File: src/hdl/ttsl_ram.sv
// Generic simple dual-port RAM: one write port, one read port with registered data.
// No dependencies.
`timescale 1ns / 1ps
`default_nettype none

module ttsl_ram #(
    parameter int WIDTH = 8,
    parameter int DEPTH = 64
) (
    input  wire logic                     i_clk,
    input  wire logic                     i_we,
    input  wire logic [$clog2(DEPTH)-1:0] i_waddr,
    input  wire logic [WIDTH-1:0]         i_wdata,
    input  wire logic [$clog2(DEPTH)-1:0] i_raddr,
    output logic      [WIDTH-1:0]         o_rdata
);

    logic [WIDTH-1:0] r_mem [DEPTH];
    logic [WIDTH-1:0] r_rdata;

    // write port and registered read port
    always_ff @(posedge i_clk) begin
        if (i_we) begin
            r_mem[i_waddr] <= i_wdata;
        end
        r_rdata <= r_mem[i_raddr];
    end

    assign o_rdata = r_rdata;

endmodule

`default_nettype wire

File: config.mk
export PLATFORM = sky130hd
export DESIGN_NAME = ttsl_ram
export DESIGN_NICKNAME = d
export VERILOG_FILES = /design/src/hdl/ttsl_ram.sv
export SDC_FILE = /design/constraint.sdc
export NUM_CORES = 1
export LEC_CHECK = 0
export ABC_AREA = 0
export BUFFER_PORTS_ARGS = -buffer_cell sky130_fd_sc_hd__buf_2
export CORE_ASPECT_RATIO = 0.8
export CORE_MARGIN = 2
export CORE_UTILIZATION = 57
export CTS_CLUSTER_SIZE = 16
export DETAILED_ROUTE_END_ITERATION = 10
export MAX_ROUTING_LAYER = met4
export PLACE_DENSITY = 0.77
export SLEW_MARGIN = 20
export SYNTH_ARGS = -nofsm -noshare
export SYNTH_HDL_FRONTEND = slang
export SYNTH_SLANG_ARGS = --single-unit
File: constraint.sdc
create_clock -name i_clk -period 3.7 [get_ports i_clk]
set_input_delay 0.37 -clock i_clk [delete_from_list [all_inputs] [get_ports i_clk]]
set_output_delay 0.37 -clock i_clk [all_outputs]
set_load 0.005 [all_outputs]
* Yosys cells after proc, flatten, opt, wreduce, memory -nomap -nowiden
Memory sizes are Yosys's and may differ from the RTL's. A register that Yosys moved wholly into a read port is not among the register bits.
Cells that the tools add are included.
** Storage, ports and cells
- Register bits :: 0
- RAM bits :: 512
- Input port bits :: 22
- Output and inout port bits :: 8
- Word-level logic and storage cells :: 3
- Memories kept :: 1
** Memories
- r_mem :: words 64, bits a word 8, read ports 1, clocked after Yosys merged registers in 1, wr ports 1, RTL line 18 : logic [WIDTH-1:0] r_mem [DEPTH];
** Cells by class
- Muxes and demuxes :: 2
** Operator list (count)
- two-way mux 1 bit :: 2

* Longest topological paths before layout
- Depth in word-level cells :: 2
- Depth in mapped cells :: 9
- Depth with buffers taken out :: 5

* Least setup slack after synthesis
Ideal clock, no wire load.
- Path kind :: input-to-reg
- Start point :: input port i_raddr[1]
- End point :: register r_rdata[3] (netlist: o_rdata[3]), read port of r_mem
- Library setup time :: 128 ps
- Arrival time :: 1910 ps
- Required time :: 3572 ps
- Setup slack :: 1662 ps
- Stages :: 7
- Buffers on the path :: 3
- Cells stage by stage :: buf_4 > buf_2 > buf_2 > mux4_2 > mux4_2 > o21ai_1 > o41ai_1
** RTL lines
- from (decl) :: RTL line 14 : input wire logic [$clog2(DEPTH)-1:0] i_raddr,
- to (decl) :: RTL line 19 : logic [WIDTH-1:0] r_rdata;

==> summary.txt <==
Run status
  • Result of the run: finished clean

Logic synthesis
  • Synth warnings: 0
  • Fraction of the mapped netlist area in simple logic gates: 0.0339
  • Library cell with the highest instance count after synthesis: edfxtp_1
  • Flop and latch count out of synthesis: 520
  • Synthesized netlist net count: 962
  • Number of distinct library cells after synthesis: 40
  • Compound-cell area share of the yosys netlist: 0.0207
  • Library cell occupying the most area in the post-synthesis netlist: edfxtp_1
  • Part of the Yosys area used for sequential elements: 0.770
  • Top_reg_cell synth: edfxtp_1
  • Combinational family with the most area after synthesis: multiplexers
  • Post-synth ARST share: 0
  • Average size of a mapped cell: 21.5 um2
  • Post-synth top area share: 0.762
  • Multiplexer area fraction after synthesis: 0.159
  • Post-synthesis instance total: between 900 and 1000
  • Leading cell types by count after synthesis: edfxtp_1, mux4_2, nor2_1
  • Top post-synthesis cells by area: edfxtp_1, mux4_2, nor2_1
  • Post-synthesis xor/xnor area fraction: 0
  • EDFF count, synth: 512
  • Cell area after synthesis: 0.0202 mm2
  • Synth Area in Adders: 0

CTS
  • Post-CTS Setup Inserts: 0
  • Post_cts resized: 0
  • Clock network latency to the later pin of the worst-skew pair: 0.56 ns
  • H-tree Lvls: 2
  • Maximum buffer depth of the clock tree: 3
  • TritonCTS clock tree: built
  • Clock net sink count: 520
  • Clock-pin slew on the worst setup and hold paths: 0.06 ns
  • Hold-fix buffer count after cts: 0
  • CTS root buf: clkbuf_16
  • Number of buffers added by the clock tree synthesis step: between 40 and 50

Setup path
  • CP Launch Type: input pin
  • Largest delay contributor family on the critical path: buffers and inverters
  • Worst Setup End Kind: flop
  • Most repeated library cell on the critical path: mux4_2
  • Critical path required time: between 4 and 5 ns
  • CP Class: input pin to flop
  • Levels on crit path: 7
  • Critical path buffers and inverters: 2
  • End of the worst register-to-register path: o_rdata[6]
  • Crit path capture: o_rdata[2]
  • RR Startpoint: r_mem[16][6]
  • Worst Path Arrival: 2.78 ns
  • Cell-by-cell listing of the critical path: buf_4, buf_12, mux4_2, mux4_2, nor2_1, nor3_1, o2bb2ai_1
  • Largest fanout on the critical path: 51
  • Worst-case register-to-register setup slack: 1.65 ns
  • Worst R2R Path Depth: 5
  • Critical Path Start: i_raddr[1]
  • Critical path's slowest cell: buf_4
  • Delay of the slowest cell on the worst path: 0.63 ns

Timing
  • Summed negative setup slack over all endpoints: 0 ns
  • Least-Margin Pin Slew: 0.955 ns
  • Highest clock frequency the design can meet: between 400 and 500 MHz
  • Final period demand of the worst path: 2.35 ns
  • Part of the cycle the worst path needs: 0.634
  • Final slew viol count: 0
  • RSZ-0062 raised after global routing: no
  • Max Clock Skew: just over 0.008 ns
  • Final setup viols: 0
  • Worst slew margin relative to its limit: 0.361
  • Smallest hold slack: 0.238 ns
  • Final Hold Viols: 0

Floorplanning
  • Area of the core region: roughly 0.035 mm2
  • Floorplan die height: between 150 and 200 um
  • Horizontal extent of the die: around 210 um
  • Count of boundary I/O pins: 30
  • Site row count: 61
  • Initial core utilization: 0.579
  • Overall die area: about 0.037 mm2

Global routing
  • Maximum number of pins on one net before global-route repair: 65
  • Initial antenna violation count: 1
  • Vias in the first global route: roughly 9400
  • Global route overflow: 0
  • Wire length of the first global-routing pass: 61900 um
  • Gr usage total: 0.239

Route
  • Violation count after the first detailed-routing iteration: 1174
  • Post-detailed-routing wire length: 41700 um
  • Routed via count divided by cell count: 6.42
  • Count of vias placed by the detailed router: 9626
  • Number of search-and-repair iterations in the first detailed-routing pass: 5
  • Wirelength per Cell: approximately 28 um
  • Post-route antenna net violation count: 0
  • Residual DRC: 0

Layout
  • Area of the multi-input gates: 0.00432 mm2
  • Final net count: 1009
  • Register area: 0.0155 mm2
  • Layout Cells excl Fill: approximately 1500
  • Filler cell count in the final layout: 2282
  • Synth-to-layout area growth: 10.4%
  • Post-layout instance area: around 0.022 mm2
  • Share of post-route cells with drive strength above 1: 0.243

Placement
  • HPWL after detailed placement: 24600 um
  • Cell Area, Placed: 0.0208 mm2
  • Cell Count Post-Placement: about 1400
  • Routability cong.: 0.833
  • # port buffers: 29

Job
  • Max capacitance violation total: 0

Power
  • Maximum resistive drop on vdd: 0.438 mV
  • Leak: just under 0.007 uW
  • Pwr/cell area: 528 mW/mm2

Hold path
  • Worst min path class: input pin to flop
[tightest hold or removal path: stages]
cell and delay, ns:
buf_2 0.21, nand2_1 0.11, o2bb2ai_1 0.06
[metal layers]
metal / global-route usage / vias up / routed length [um]
met3: 0.0475 / 78 / 3630
met5: - / - / 0
met1: 0.352 / 5030 / 17900
li1: - / 4033 / -
met4: 0.0685 / 0 / 1100
met2: 0.347 / 485 / 19000
[stage by stage]
step	setup slack, ns	util	power [uW]
CTS	1.36	0.639	11800
global placement	0.807	0.597	7230
floorplan	1.66	-	7000
finish	1.35	0.640	11800
global route	1.30	0.640	12100
detailed placement	0.780	0.597	7250
[sequential cells by signal (all words and copies together), names as in the netlist]
signal / cells
r_mem: 512
o_rdata: 8
[layout by cell type (no fill, tap or decap), types with 14 or more instances in the layout]
cell | netlist | final
buf_2 | 11 | 18
mux2i_1 | 23 | 23
clkbuf_16 | 0 | 51
buf_4 | 13 | 25
edfxtp_1 | 512 | 512
mux4_2 | 126 | 126
nor2_1 | 83 | 83
nor2b_1 | 14 | 14
nand2_1 | 19 | 19
clkbuf_1 | 17 | 17
[worst min-delay path by stage]
stage               start           to  slack, ns  cells past startpoint
3_5_place_dp   o_rdata[5]   o_rdata[5]       0.78                      1
6_report       i_raddr[5]   o_rdata[0]       0.24                      3
5_1_grt        i_raddr[5]   o_rdata[0]       0.25                      3
2_1_floorplan  i_wdata[0]  r_mem[0][0]       0.47                      0
3_3_place_gp   o_rdata[5]   o_rdata[5]       0.78                      1
4_1_cts        i_raddr[5]   o_rdata[0]       0.20                      3
[power by group]
| part | leakage, uW | internal (uW) | switching, uW |
|---|---|---|---|
| Clock | 0.000718 | 2600 | 2050 |
| Combinational | 0.00151 | 223 | 359 |
| Sequential | 0.00467 | 6520 | 17.2 |
| Total | 0.00690 | 9340 | 2420 |
[layout make-up]
cell class	instances	area share
clock buffer	68	0.0602
timing repair buffer	47	0.0158
multi-input combinational	369	0.194
sequential	520	0.698
tap	472	0.0265
antenna	1	0.000112
clock inverter	22	0.00573
[cell families after synthesis]
family | Yosys count
simple gates | 153
mux | 162
compound gates | 54
buf+inv | 51
flops | 520
(Power assumes the default switching activity.)
