[config.mk]
export PLATFORM = sky130hd
export DESIGN_NAME = ttsl_slot_unit
export DESIGN_NICKNAME = d
export VERILOG_FILES = /design/src/hdl/ttsl_pkg.sv /design/src/hdl/ttsl_slot_unit.sv
export SDC_FILE = /design/constraint.sdc
export NUM_CORES = 1
export LEC_CHECK = 0
export BUFFER_PORTS_ARGS = -buffer_cell sky130_fd_sc_hd__clkbuf_2
export CORE_MARGIN = 3
export CORE_UTILIZATION = 32
export DETAILED_ROUTE_END_ITERATION = 10
export PLACE_DENSITY = 0.92
export SKIP_LAST_GASP = 1
export SYNTH_ARGS = -nofsm -noshare
export SYNTH_HDL_FRONTEND = slang
export SYNTH_SLANG_ARGS = --single-unit
[constraint.sdc]
create_clock -name vclk -period 3.5
set_input_delay 0.875 -clock vclk [all_inputs]
set_output_delay 0.875 -clock vclk [all_outputs]
set_load 0.02 [all_outputs]
[src/hdl/ttsl_pkg.sv]
// Shared types and constants of the state-ordered LRU translation table.
// Holds the item structs, action and status codes, sequencer states and defaults.
// No dependencies.
`timescale 1ns / 1ps
`default_nettype none

package ttsl_pkg;

    // default sizes of the table
    localparam int DEF_ENTRIES     = 64;
    localparam int DEF_STATE_COUNT = 4;
    localparam int DEF_TAG_BITS    = 48;
    localparam int DEF_ADDR_BITS   = 48;

    // fixed widths of the item fields
    localparam int FIELD_TAG_W   = 48;
    localparam int FIELD_ADDR_W  = 48;
    localparam int FIELD_IDX_W   = 6;
    localparam int FIELD_STATE_W = 2;
    localparam int WIDE_W        = 64;
    localparam int INT_W         = 32;

    typedef enum logic [1:0] {
        ACT_LOOKUP = 2'd0,
        ACT_INSERT = 2'd1,
        ACT_SHIFT  = 2'd2,
        ACT_RESET  = 2'd3
    } t_action;

    typedef enum logic [1:0] {
        ST_OK       = 2'd0,
        ST_MISS     = 2'd1,
        ST_NO_FREE  = 2'd2,
        ST_CONFLICT = 2'd3
    } t_status;

    typedef struct packed {
        t_action                  action;
        logic [FIELD_TAG_W-1:0]   tag;
        logic [FIELD_ADDR_W-1:0]  base_address;
        logic [FIELD_IDX_W-1:0]   entry_number;
        logic [FIELD_STATE_W-1:0] target_state;
    } t_cmd;

    typedef struct packed {
        t_status                  status;
        logic [FIELD_IDX_W-1:0]   result_index;
        logic [FIELD_ADDR_W-1:0]  result_address;
        logic [FIELD_STATE_W-1:0] result_state;
    } t_result;

    // per-entry verdict of the shared slot unit
    typedef struct packed {
        logic tag_hit;
        logic free_head;
        logic shift_down;
    } t_slot_flags;

    typedef enum logic [3:0] {
        SQ_CLEAR,
        SQ_IDLE,
        SQ_SEARCH,
        SQ_DECIDE,
        SQ_PEEK,
        SQ_UPDATE,
        SQ_DROP,
        SQ_APPEND,
        SQ_DONE
    } t_seq;

endpackage

`default_nettype wire

[src/hdl/ttsl_slot_unit.sv]
// Shared per-entry compare unit: tag match, free-order head and rank close-up test.
// Depends on ttsl_pkg.
`timescale 1ns / 1ps
`default_nettype none

module ttsl_slot_unit import ttsl_pkg::*; #(
    parameter int ENTRIES     = DEF_ENTRIES,
    parameter int STATE_COUNT = DEF_STATE_COUNT,
    parameter int TAG_BITS    = DEF_TAG_BITS
) (
    input  wire logic [TAG_BITS-1:0]            i_tag,
    input  wire logic [TAG_BITS-1:0]            i_key,
    input  wire logic [$clog2(STATE_COUNT)-1:0] i_state,
    input  wire logic [$clog2(ENTRIES)-1:0]     i_rank,
    input  wire logic [$clog2(ENTRIES)-1:0]     i_index,
    input  wire logic [$clog2(ENTRIES)-1:0]     i_rm_index,
    input  wire logic [$clog2(STATE_COUNT)-1:0] i_rm_state,
    input  wire logic [$clog2(ENTRIES)-1:0]     i_rm_rank,
    output t_slot_flags                         o_flags
);

    // live entry holding the key
    assign o_flags.tag_hit    = (i_state != '0) && (i_tag == i_key);
    // oldest free entry
    assign o_flags.free_head  = (i_state == '0) && (i_rank == '0);
    // younger entry of the same order closes the gap left by the removed one
    assign o_flags.shift_down = (i_index != i_rm_index) && (i_state == i_rm_state)
                                && (i_rank > i_rm_rank);

endmodule

`default_nettype wire

## After elaboration in Yosys (flattened, before gate mapping)

Cells that the tools add are included.

| operators by class | value |
|---|---|
| $add $sub $neg | 0 |
| multipliers | 0 |
| divide/modulo/power cells | 0 |
| order comparisons | 1 |
| equal/unequal tests | 3 |
| shifts and indexed selects | 0 |
| multiplexer cells | 0 |
| bitwise logic cells | 0 |
| reductions and logical operators | 7 |

Operator list:

| cell | number |
|---|---|
| $eq 48x48->1 | 1 |
| $gt 6x6->1 | 1 |
| $logic_not 6->1 | 1 |
| $ne 6x6->1 | 1 |
| $logic_and 1x1->1 | 4 |
| $eq 2x2->1 | 1 |
| $logic_not 2->1 | 1 |
| $reduce_bool 2->1 | 1 |

| storage, ports and cells | value |
|---|---|
| register bits after elaboration | 0 |
| latch bits | 0 |
| memory bits (writable) | 0 |
| bits in read-only memories | 0 |
| input port bits | 124 |
| output and inout port bits | 3 |
| word-level logic and storage cells | 11 |
| memories kept | 0 |

## Logic depth before layout (Yosys ltp)

Gate-level depths: netlist of run 1.

| logic depth | value |
|---|---|
| depth after elaboration | 3 |
| gate-level depth with buffers | 6 |

## Worst setup path before layout of run 1

Ideal clock, no wire load.

| path | value |
|---|---|
| path kind | in2out |
| start point | input i_key[12] |
| end point | output o_flags[2] in the netlist's numbering |
| data arrival time | 1.927 ns |
| required time | 2.625 ns |
| slack | 0.698 ns |
| stages | 4 |
| path through | xor2_1 > nor4_2 > nand4_1 > nor4_2 |

RTL lines:

| element | line | RTL |
|---|---|---|
| start: declaration | ttsl_slot_unit.sv:12 | `input wire logic [TAG_BITS-1:0] i_key,` |
| end: declaration | ttsl_slot_unit.sv:19 | `output t_slot_flags o_flags` |

==> results by group, run 1 <==
Route
  – Avg Vias per Cell: 4.57
  – Pre-Repair DR Iteration Count: 4
  – Final ANT Viol Nets: 0
  – Drt initial violations: 23
  – Final WL: 2770 µm
  – Via Count: 1160
  – Residual DRC count: 0
  – Average wire per standard cell: 10.9 µm

Worst setup path
  – CP peak stage delay: 0.31 ns
  – Crit end category: output port
  – Worst Path Required: 2.62 ns
  – Slowest-stage cell, CP: nor4_1
  – Critical path arrival: 2.09 ns
  – Critical path's top delay family: simple AND/OR/NAND/NOR gates
  – Worst-path cell chain: clkbuf_2 -> xor2_1 -> nor4_1 -> nand4_1 -> nor4_2 -> clkbuf_2
  – CP Max Fanout: 1
  – Critical path type: input pin to output port
  – CP most frequent cell: clkbuf_2
  – Critical Path Source Type: input pin
  – CP bufs+invs: 2

Pwr
  – Final Power: 0.152 mW
  – VDD IR max: 0.0000698 V
  – Leakage power: 0.874 nW
  – Pwr/cell area: 103 nW/µm²

STA
  – Setup TNS: 0 ns
  – Final hold violation count: 0
  – Slew headroom: 79.3%
  – FMAX: 337 MHz
  – Period minus WS final: 2.96 ns
  – RSZ-0062 raised after global routing: no
  – Crit share post-route: 84.7%
  – Slew Viols, Final: 0
  – Worst Tran Pin Value: 0.307 ns
  – Final setup fails: 0

Yosys
  – Unique masters post-synth: 19
  – Synth Instances: 99
  – Synth top area cells: xor2_1 (56%), ha_1 (9.4%), nor4_1 (7.8%)
  – Syn_nets: 229
  – Synthesized area per cell: 8.10 µm²
  – Share of the yosys chip area belonging to registers: 0%
  – Cell with the most instances after synthesis: xor2_1
  – Area fraction of the dominant cell type after synthesis: 55.7%
  – Area leader, netlist: xor2_1
  – Post-synth top cells: xor2_1 (51), nor4_1 (10), ha_1 (6), inv_1 (6), xnor2_1 (5)
  – Ys Warns: 0
  – Netlist Area Pre-Place: 802 µm²

Global routing
  – Initial antenna violation count: 0
  – Via count of the first global-routing pass: 1219
  – First-pass GRT wire length: 4790 µm
  – Gr ovfl total: 0
  – GRT Util Overall: 17.7%
  – Largest net degree at the start of global routing: 4

Finish
  – Ratio of cells with drive above 1 in the final layout: 57.5%
  – Register area: 0 µm²
  – Clock Buffer Count: 0
  – Finished layout cell area: 1470 µm²
  – FFs & Latches: 0
  – Synthesis-to-layout area growth: 83.6%
  – N_diodes: 0
  – Nets@finish: 358
  – # fillers: 230
  – Final Non-Filler Cells: 254

Clocking
  – Postcts setup bufs: 0
  – Cts-stage hold buffer count: 0
  – CTS-repair resized insts: 0

Placed design
  – GPL Wtd Cong: 0.789
  – Number of I/O port buffers: 127
  – Placed Cells incl. Taps: 254
  – Placed Area: 1470 µm²
  – DP Wirelength: 2780 µm

Min path
  – HP Start: i_rank[0]
  – Hold EP: o_flags[1]
  – Hold WC Path Type: input pin to output port
  – Hold-critical path depth: 4

Floorplan
  – Row cnt: 17
  – Die width: 56.1 µm
  – Core Region: 2300 µm²
  – # IOs: 127
  – Die area: 3140 µm²
  – Die height: 56.1 µm
  – Initial core utilization: 34.9%

Job
  – Max cap viols: 0

Run status
  – Status: finished, final reports clean
==> metal layers <==
| layer | track usage (%) | wire length [µm] |
|---|---|---|
| met1 | 17.8 | 878 |
| met2 | 39.7 | 1610 |
| met3 | 1.39 | 282 |
| met4 | 0 | 0 |
| met5 | 0 | 0 |
==> per-stage QoR <==
stage          worst slack, ns  util, %  hold slack (ns)
2_1_floorplan            0.698        -             1.91
3_3_place_gp             0.495     64.1             2.10
3_5_place_dp             0.497     64.1             2.11
4_1_cts                  0.494     64.1             2.11
5_1_grt                  0.397     64.1             2.13
6_report                 0.537     64.1             2.10
==> kinds of logic (layout without fill, tap and decap cells) <==
family	count (synthesis)	after routing	share of synthesized area [%]
and+or+nand+nor	23	23	19.7
AOI/OAI and AO/OA	8	8	7.02
buffers and inverters	6	133	2.81
xor gates and xnor gates	56	56	61.2
adders and majority gates	6	6	9.36
==> cell usage in the layout (no fill, tap or decap), types with 2 or more instances in the layout <==
cell | Yosys | layout
o211ai_1 | 2 | 2
ha_1 | 6 | 6
xor2_1 | 51 | 51
or4_1 | 2 | 2
xnor2_1 | 5 | 5
clkbuf_2 | 0 | 127
nor4_2 | 3 | 3
nand4_1 | 2 | 2
nand3_1 | 3 | 3
inv_1 | 6 | 6
nor4_1 | 10 | 10
==> final cells by class <==
class	instances	area [µm²]	share of cell area, %
multi-input combinational	93	779	52.9
timing repair buffer	127	636	43.2
tap	28	35.0	2.38
inverter	6	22.5	1.53
==> where the power goes <==
| part | leakage [nW] | total (mW) | switching [mW] | internal, mW |
|---|---|---|---|---|
| clock network | 0 | 0 | 0 | 0 |
| logic | 0.874 | 0.152 | 0.0627 | 0.0894 |
| registers | 0 | 0 | 0 | 0 |
| total | 0.874 | 0.152 | 0.0627 | 0.0894 |
==> worst max path at each step <==
stage | from | to | slack, ns | cells after the start
2_1_floorplan | i_key[12] | o_flags[2] | 0.70 | 4
3_3_place_gp | i_key[46] | o_flags[2] | 0.49 | 6
3_5_place_dp | i_key[46] | o_flags[2] | 0.50 | 6
4_1_cts | i_key[46] | o_flags[2] | 0.49 | 6
5_1_grt | i_key[46] | o_flags[2] | 0.40 | 6
6_report | i_key[46] | o_flags[2] | 0.54 | 6
(Power assumes the default switching activity.)
==> run 2: changes to the inputs <==
--- a/config.mk
+++ b/config.mk
@@ -5,11 +5,12 @@
 export SDC_FILE = /design/constraint.sdc
 export NUM_CORES = 1
 export LEC_CHECK = 0
+export ABC_AREA = 1
 export BUFFER_PORTS_ARGS = -buffer_cell sky130_fd_sc_hd__clkbuf_2
 export CORE_MARGIN = 3
-export CORE_UTILIZATION = 32
+export CORE_UTILIZATION = 36
 export DETAILED_ROUTE_END_ITERATION = 10
-export PLACE_DENSITY = 0.92
+export PLACE_DENSITY = 0.89
 export SKIP_LAST_GASP = 1
 export SYNTH_ARGS = -nofsm -noshare
 export SYNTH_HDL_FRONTEND = slang
==> constraint.sdc (replaced) <==
create_clock -name vclk -period 3
set_input_delay 0.75 -clock vclk [all_inputs]
set_output_delay 0.75 -clock vclk [all_outputs]
set_load 0.02 [all_outputs]
==> run 2 against run 1 <==
Net effect:
- power is 36% higher
- synthesized cell count rose by 130%
- area after synthesis up 37%
- non-clock buffer count did not move
- global-route usage decreased by 2.2 points
- utilization decreased by 1.4 points
- sequential share of layout area did not move
- highest routed layer unchanged
==> results by group, run 2 <==
Pwr
  – Pwr/cell area: 117 nW/µm² (+13%)
  – Final Power: 0.207 mW (+36%)
  – VDD IR max: 0.0000671 V (-3.8%)
  – Leakage power: 1.23 nW (+40%)

Placed design
  – Number of I/O port buffers: 127 (unchanged)
  – Placed Area: 1770 µm² (+20%)
  – GPL Wtd Cong: 0.797 (+1.1%)
  – DP Wirelength: 3110 µm (+12%)
  – Pre-CTS setup slack: 0.373 ns (-0.124 ns)

STA
  – RSZ-0062 raised after global routing: no
  – Setup TNS: 0 ns (unchanged)
  – Slew headroom: 83.1% (+3.7 points)
  – FMAX: 383 MHz
  – Hold Slack: 1.94 ns (-0.159 ns)
  – Period minus WS final: 2.61 ns
  – Fin worst setup slack: 0.388 ns (-0.148 ns)
  – Final hold violation count: 0 (unchanged)
  – Crit share post-route: 87.1%
  – Worst Tran Pin Value: 0.252 ns (-0.0554 ns)
  – Final setup fails: 0 (unchanged)
  – Slew Viols, Final: 0 (unchanged)

Worst setup path
  – Crit end category: output port
  – Critical path arrival: 1.86 ns (-0.23 ns)
  – Critical Path Source Type: input pin
  – CP Max Fanout: 2 (+1)
  – Critical path type: input pin to output port
  – Worst Path Required: 2.25 ns (-0.37 ns)

Route
  – Top Layer Used: met3
  – Drt initial violations: 23 (unchanged)
  – Met3 routed WL: 353 µm (+25%)
  – Routed metal-1 wirelength: 1150 µm (+31%)
  – Avg Vias per Cell: 4.18 (-8.6%)
  – Average wire per standard cell: 8.12 µm (-25%)
  – Pre-Repair DR Iteration Count: 2 (-2)
  – Residual DRC count: 0 (unchanged)
  – Final ANT Viol Nets: 0 (unchanged)
  – Via Count: 1616 (+39%)
  – Met2 wire length: 1640 µm (+2.2%)
  – Final WL: 3140 µm (+14%)

Global routing
  – GRT Util Overall: 15.5% (-2.2 points)
  – Largest net degree at the start of global routing: 3 (-1)
  – Gr ovfl total: 0 (unchanged)
  – First-pass GRT wire length: 4710 µm (-1.6%)
  – Via count of the first global-routing pass: 1366 (+12%)
  – Initial antenna violation count: 0 (unchanged)

Job
  – Max cap viols: 0 (unchanged)

Finish
  – Multi-input gate area: 888 µm² (+14%)
  – Most common cell after layout, fill and taps aside: clkbuf_2
  – Most frequent cells in the layout: clkbuf_2 (127), nand2_1 (80), inv_1 (56)
  – Clock Buffer Count: 0 (unchanged)
  – Ratio of cells with drive above 1 in the final layout: 37.4% (-20 points)
  – N_diodes: 0 (unchanged)
  – FFs & Latches: 0 (unchanged)
  – Synthesis-to-layout area growth: 61.4%
  – # fillers: 296 (+29%)
  – Register area: 0 µm² (unchanged)
  – Finished layout cell area: 1770 µm² (+20%)
  – Nets@finish: 488 (+36%)

Min path
  – Hold WC Path Type: input pin to output port
  – HP Start: i_rank[4]
  – Hold EP: o_flags[1]
  – Hold-critical path depth: 4 (unchanged)

Yosys
  – Cell with the most instances after synthesis: nand2_1
  – Synthesized area per cell: 4.80 µm² (-41%)
  – Netlist Area Pre-Place: 1100 µm² (+37%)
  – Post-synth top cells: nand2_1 (80), inv_1 (56), nor2_1 (28)
  – Syn_nets: 359 (+57%)
  – Area leader, netlist: nand2_1
  – Synth top area cells: nand2_1 (27%), inv_1 (19%), xnor2_1 (14%)
  – Share of the yosys chip area belonging to registers: 0% (unchanged)
  – Unique masters post-synth: 18 (-1)
  – Ys Warns: 0 (unchanged)
  – Synth Instances: 229 (+130%)
  – Area fraction of the dominant cell type after synthesis: 27.3% (-28 points)

Run status
  – Status: finished, final reports clean

Floorplan
  – Core Region: 2830 µm² (+23%)
  – Initial core utilization: 38.8% (+3.9 points)
  – Die width: 61.2 µm (+9.2%)
  – Row cnt: 19 (+2)
  – Die height: 61.2 µm (+9.2%)
  – Die area: 3750 µm² (+19%)
  – # IOs: 127 (unchanged)

Clocking
  – Cts-stage hold buffer count: 0 (unchanged)
  – Postcts setup bufs: 0 (unchanged)
  – CTS-repair resized insts: 0 (unchanged)
[run 2: logic make-up after synthesis]
group | Yosys count | share of synthesized area (%)
adders and majority gates | 6 | 6.83
and+or+nand+nor | 123 | 45.0
xor gates and xnor gates | 25 | 19.9
AOI/OAI and AO/OA | 19 | 9.11
buffers and inverters | 56 | 19.1
[run 2: metrics by stage]
| stage | util [%] | std cells |
|---|---|---|
| finish | 62.7 | 387 |
| global route | 62.7 | 387 |
| CTS | 62.7 | 387 |
| detailed placement | 62.7 | 387 |
| global placement | 62.7 | 387 |
| floorplan | - | 229 |
[run 2: area by class of cell]
class | count | area share, %
Multi-Input combinational cell | 173 | 50.1
Timing Repair Buffer | 127 | 35.9
Inverter | 56 | 11.9
Tap cell | 31 | 2.19
[run 2: how the worst max path moves through the flow]
| stage | startpoint | end | slack (ns) | depth (start not counted) |
|---|---|---|---|---|
| detailed placement | i_rm_rank[5] | o_flags[0] | 0.37 | 10 |
| CTS | i_rm_rank[5] | o_flags[0] | 0.37 | 10 |
| global placement | i_rm_rank[5] | o_flags[0] | 0.43 | 10 |
| finish | i_rm_rank[5] | o_flags[0] | 0.39 | 10 |
| global route | i_rm_rank[5] | o_flags[0] | 0.24 | 10 |
| floorplan | i_rm_rank[5] | o_flags[0] | 0.52 | 8 |
[run 2: critical path, stage by stage]
cell and delay, ns:
clkbuf_2 0.07, inv_1 0.03, ha_1 0.28, nand2_1 0.07, nor2_1 0.12, o211ai_1 0.11
o211ai_1 0.10, nand2_1 0.07, nor2_1 0.08, clkbuf_2 0.17
[run 2: power by group]
part	switching, mW	internal, mW	total [mW]
combinational	0.0929	0.114	0.207
clock	0	0	0
sequential	0	0	0
[run 2: metal layers]
layer,vias up,global-route usage [%]
met5,-,0
met4,0,0
met3,0,1.26
met2,70,33.8
met1,619,16.4
li1,927,-
